File: src/rtl/skls_pkg.sv
`timescale 1ns / 1ps
// Shared types and codes for the sorted-key lower-bound search.
// No dependencies; imported by every module of the block.
package skls_pkg;

  localparam int KEY_W  = 32;
  localparam int DATA_W = 32;
  localparam int ADDR_W = 4;

  localparam logic CMD_WRITE  = 1'b0;
  localparam logic CMD_SEARCH = 1'b1;

  localparam logic [1:0] REG_KEY_COUNT = 2'd0;
  localparam logic [1:0] REG_FIRST_KEY = 2'd1;
  localparam logic [1:0] REG_LAST_KEY  = 2'd2;

  // control bits that travel with each transaction down the pipeline
  typedef struct packed {
    logic valid;
    logic search;
    logic done;
  } ctl_t;

endpackage

File: src/rtl/skls_front.sv
`timescale 1ns / 1ps
// Entry stage: registers a transaction and applies the first/last key checks.
// Depends on skls_pkg.
module skls_front import skls_pkg::*; #(
  parameter int TABLE_DEPTH = 256,
  parameter int IW = $clog2(TABLE_DEPTH),
  parameter int CW = $clog2(TABLE_DEPTH + 1)
) (
  input  logic             clk,
  input  logic             rst_n,
  input  logic             start,
  input  logic             in_cmd,
  input  logic [IW-1:0]    in_entry_index,
  input  logic [KEY_W-1:0] in_key_value,
  input  logic [CW-1:0]    n_keys,
  input  logic [KEY_W-1:0] first_key_value,
  input  logic [KEY_W-1:0] last_key_value,
  output ctl_t             out_ctl,
  output logic [CW-1:0]    out_lo,
  output logic [CW-1:0]    out_span,
  output logic [CW-1:0]    out_res,
  output logic [IW-1:0]    out_idx,
  output logic [KEY_W-1:0] out_key
);

  localparam logic [CW-1:0] DEPTH_C = CW'(TABLE_DEPTH);

  ctl_t             ctl_r, ctl_nxt;
  logic [CW-1:0]    span_r, span_nxt;
  logic [CW-1:0]    res_r, res_nxt;
  logic [IW-1:0]    idx_r;
  logic [KEY_W-1:0] key_r;
  logic [CW-1:0]    n_eff;

  always_comb begin
    n_eff = (n_keys > DEPTH_C) ? DEPTH_C : n_keys;
    ctl_nxt.valid  = start;
    ctl_nxt.search = (in_cmd == CMD_SEARCH);
    ctl_nxt.done   = 1'b0;
    span_nxt       = n_eff;
    res_nxt        = '0;
    if (in_key_value <= first_key_value) begin
      ctl_nxt.done = 1'b1;
      res_nxt      = '0;
    end else if (in_key_value > last_key_value) begin
      ctl_nxt.done = 1'b1;
      res_nxt      = n_eff;
    end else if (n_eff <= CW'(1)) begin
      ctl_nxt.done = 1'b1;
      res_nxt      = '0;
    end
  end

  always_ff @(posedge clk) begin
    if (!rst_n) begin
      ctl_r <= '0;
    end else begin
      ctl_r <= ctl_nxt;
    end
  end

  always_ff @(posedge clk) begin
    span_r <= span_nxt;
    res_r  <= res_nxt;
    idx_r  <= in_entry_index;
    key_r  <= in_key_value;
  end

  assign out_ctl  = ctl_r;
  assign out_lo   = '0;
  assign out_span = span_r;
  assign out_res  = res_r;
  assign out_idx  = idx_r;
  assign out_key  = key_r;

endmodule

File: config.mk
export PLATFORM = sky130hd
export DESIGN_NAME = skls_front
export DESIGN_NICKNAME = d
export VERILOG_FILES = /design/src/rtl/skls_pkg.sv /design/src/rtl/skls_front.sv
export SDC_FILE = /design/constraint.sdc
export NUM_CORES = 1
export LEC_CHECK = 0
export BUFFER_PORTS_ARGS = -buffer_cell sky130_fd_sc_hd__clkbuf_2
export CORE_MARGIN = 2
export CORE_UTILIZATION = 40
export DETAILED_ROUTE_END_ITERATION = 8
export GPL_TIMING_DRIVEN = 0
export PLACE_DENSITY = 0.79
export SLEW_MARGIN = 20
export SYNTH_ARGS = -nofsm -noshare
export SYNTH_HDL_FRONTEND = slang
export SYNTH_SLANG_ARGS = --single-unit
File: constraint.sdc
create_clock -name clk -period 3.5 [get_ports clk]
set_clock_uncertainty 0.1 [all_clocks]
set_input_delay 1.05 -clock clk [delete_from_list [all_inputs] [get_ports clk]]
set_output_delay 1.05 -clock clk [all_outputs]
set_load 0.01 [all_outputs]
# After elaboration in Yosys (flattened, before gate mapping)
# Cells that the tools add are included.
# Widths: inputs -> output; s select.
# classes
magnitude_cmp	4
n_reduce_logical	1
mux	4
bitwise_logic	1
# op_table
cell	n
$gt 32x32->1	1
$le 32x32->1	1
$gt 9x9->1 const B	1
$le 9x1->1 const B	1
$mux 9	1
$mux 1	3
$reduce_or 2->1	1
$not 1->1	1
# word_totals
out_inout_bits	70
regBits	61
word_cells	17
input_bits	117

# Longest topological paths before layout
# logic_depth
word_depth	6
mapped_depth	9
depth_no_buf	8

# Least setup slack after synthesis
# No wires, ideal clock.
# synth_path
kind	input-to-reg
from	input port last_key_value[13]
to	register res_r[0], in the netlist out_res[0]
arrival_ps	2517
cell_stages	9
n_path_buf	1
slack_ps	750
t_required_ps	3267
setup_ps	133
path_cell_list	inv_1 > ha_1 > a21o_1 > a21o_1 > a22o_1 > o41ai_1 > a32o_1 > buf_6 > nor3b_2
# synth_between
elab_chain_len	3
# synth_lines
item	line	rtl
start: declaration	skls_front.sv:17	input logic [KEY_W-1:0] last_key_value,
$gt 32x32->1	skls_front.sv:45	end else if (in_key_value > last_key_value) begin
$not 1->1 (no source line)	-	
$reduce_or 2->1 (no source line)	-	
end signal: assignment	skls_front.sv:64	res_r <= res_nxt;
end: declaration	skls_front.sv:30	logic [CW-1:0] res_r, res_nxt;
# No other way between the ends.
# A chain may end at the register's enable or synchronous reset.

# Worst setup path in the final report
# layout_path
from	input port in_key_value[19]
to	register res_r[8], in the netlist out_res[8]
# layout_between
elab_chain_len	3
elab_cells_between_ends	4
classes_between	order compare: 2; bitwise: 1; reduce/logical: 1
# layout_lines
item	line	rtl
start: declaration	skls_front.sv:14	input logic [KEY_W-1:0] in_key_value,
$gt 32x32->1	skls_front.sv:45	
$not 1->1 (no source line)	-	
$reduce_or 2->1 (no source line) (*)	-	
# Mark *: on every way between the ends. The rest lies on a longest branch, timed or not.

==> flow_summary.ini <==
[synth]
ys_top_cells_by_count = 64 x ha_1, 63 x inv_1, 61 x dfxtp_1, 20 x a21oi_1, 12 x nor2b_1
synthArstFlopShare_pct = 0
synth_area_leaders = dfxtp_1 39%, ha_1 25%, inv_1 7.5%
synth_edf_count = 0
synth_seq_cells = 61
synth.avg_cell_area_sq_um = 9.99
synth_cell_types = 41
synth_ff_type = dfxtp_1
synthDominantCellAreaShare_pct = 38.6
synth.largest_area_cell = dfxtp_1
ys.warnings.count = 0
synth_most_common_cell = ha_1
ys_seq_area_share_pct = 38.6
synth_area_sq_um = 3170
synth_cells = 317

[cells_and_area]
area_growth_pct = 38.4
drive_gt1_share_pct = 42.1
final_nets = 694
fin_area_sq_um = 4380
post-route-util_pct = 57.0
antennaDiodeCount = 0

[drt]
ant_nets = 0
wl_mm = 8.09
drtPass1Iterations = 4
vias_per_cell = 4.62
drt_iter0_drc = 47
post_drt_wl_per_cell_microns = 13.0
post-route-drc-count = 0
via_count = 2863

[sta]
rsz0062_at_grt = false
post-route-period-util_pct = 83.3
slew_viol_final = 0
layout_min_cycle_time_ns = 2.92
slew_headroom_pct = 66.6
fmax_mhz = 343
setup_viol_count_final = 0
hold_violations = 0
max_slew.worst_pin.slew_ns = 0.496
final.setup.tns_ns = 0

[clock_tree]
clkTransAtPathRegs_ns = 0.08
numCtsBuffers = 9
post_cts_resized = 0
htreeDepth = 3
cts_buffer_depth = 2
tritoncts = built
cts-root-buf = clkbuf_8
ctsHoldBuffers = 0
cts_setup_buffers = 0
cts_sinks = 61

[place]
place_congestion = 0.809
placed_area_sq_um = 4210
port_buffers = 177
dp_hpwl_mm = 7.01

[worst_setup_path]
worstSetupStartpoint = in_key_value[19]
cp-end-kind = flip-flop
start_kind = input port
cp_data_arrival_time_ns = 3.02
cp.required_ns = 3.60
crit_fanout = 9
worstSetupPathType = in2reg

[worst_hold_path]
holdCritStartpoint = in_entry_index[7]
hold_class = in2reg

[global_route]
grt_pass1_vias = 2888
grt_max_degree = 13
antenna_found_initial = 0
track_usage_pct = 18.3
grt_overflow = 0
grt_first_pass_wirelength_mm = 12.4

[die]
ios = 187
initial_utilization_pct = 41.2
rows = 32
die_area_sq_um = 8640
fp.dieW_microns = 93.0
core_sq_um = 7690
die_h_microns = 93.0

[power]
ir_drop_mv = 0.193
p_per_area_nw_per_um2 = 375
leakage_nw = 2.56

[outcome]
outcome = completed

[job]
cap_violations = 0
## sequential cells by signal, summed over array words and instances (netlist names)
name	cells
out_idx	8
out_ctl	3
out_span	9
out_key	32
out_res	9
## report_power, final
part,switching (mW),internal [mW]
clock,0.303,0.258
sequential,0.00954,0.730
combinational,0.179,0.164
total,0.492,1.15
## critical path, cell delays in order
cell,delay [ns]
clkbuf_2,0.11
ha_1,0.31
and3_1,0.20
a221oi_1,0.32
nor2b_1,0.10
nor4_1,0.45
a32o_1,0.24
buf_6,0.17
nor3b_2,0.05
## path summary, 6_finish.rpt
path          to  depth (start not counted)
min   out_idx[7]                          1
max   out_res[8]                          9
## through the flow
step           cells  hold slack [ns]  worst slack, ns  power (mW)
2_1_floorplan    325            0.978            0.750       0.943
3_3_place_gp     604             1.06            0.222        1.09
3_5_place_dp     604             1.06            0.192        1.10
4_1_cts          620            0.702            0.539        1.67
5_1_grt          620            0.701            0.450        1.74
6_report         620            0.713            0.583        1.64
## cells by family after synthesis
group / Yosys count / share of synthesized area (%)
AO/OA/AOI/OAI: 51 / 11.1
adder cells (fa/ha/maj): 64 / 25.3
buffers and inverters: 75 / 10.2
flip-flops: 61 / 38.6
other: 1 / 0.118
AND/OR/NAND/NOR: 65 / 14.7
## cell usage in the layout, fill, tap and decap left out, drive strengths merged, types with 9 or more instances in the layout
master,n
nand4,10
nand2,9
clkbuf,188
a21oi,20
dfxtp,61
buf,10
nor2b,12
ha,64
conb,9
nor3b,9
inv,64
## per-layer routing
layer / GRT usage (%) / part of all wire (%)
met1: 19.6 / 40
met2: 35.1 / 52
met3: 3.95 / 7.1
met4: 5.88 / 1.0
met5: 0 / 0
## layout make-up
cell class | count | area [sq um]
clock inverter | 7 | 50.0
sequential | 61 | 1220
inverter | 63 | 236
fill | 711 | 3300
tap | 102 | 128
timing repair buffer | 177 | 886
buffer | 12 | 86.3
clock buffer | 9 | 124
multi-input combinational | 189 | 1650
Power figures use the tool's default switching activity.
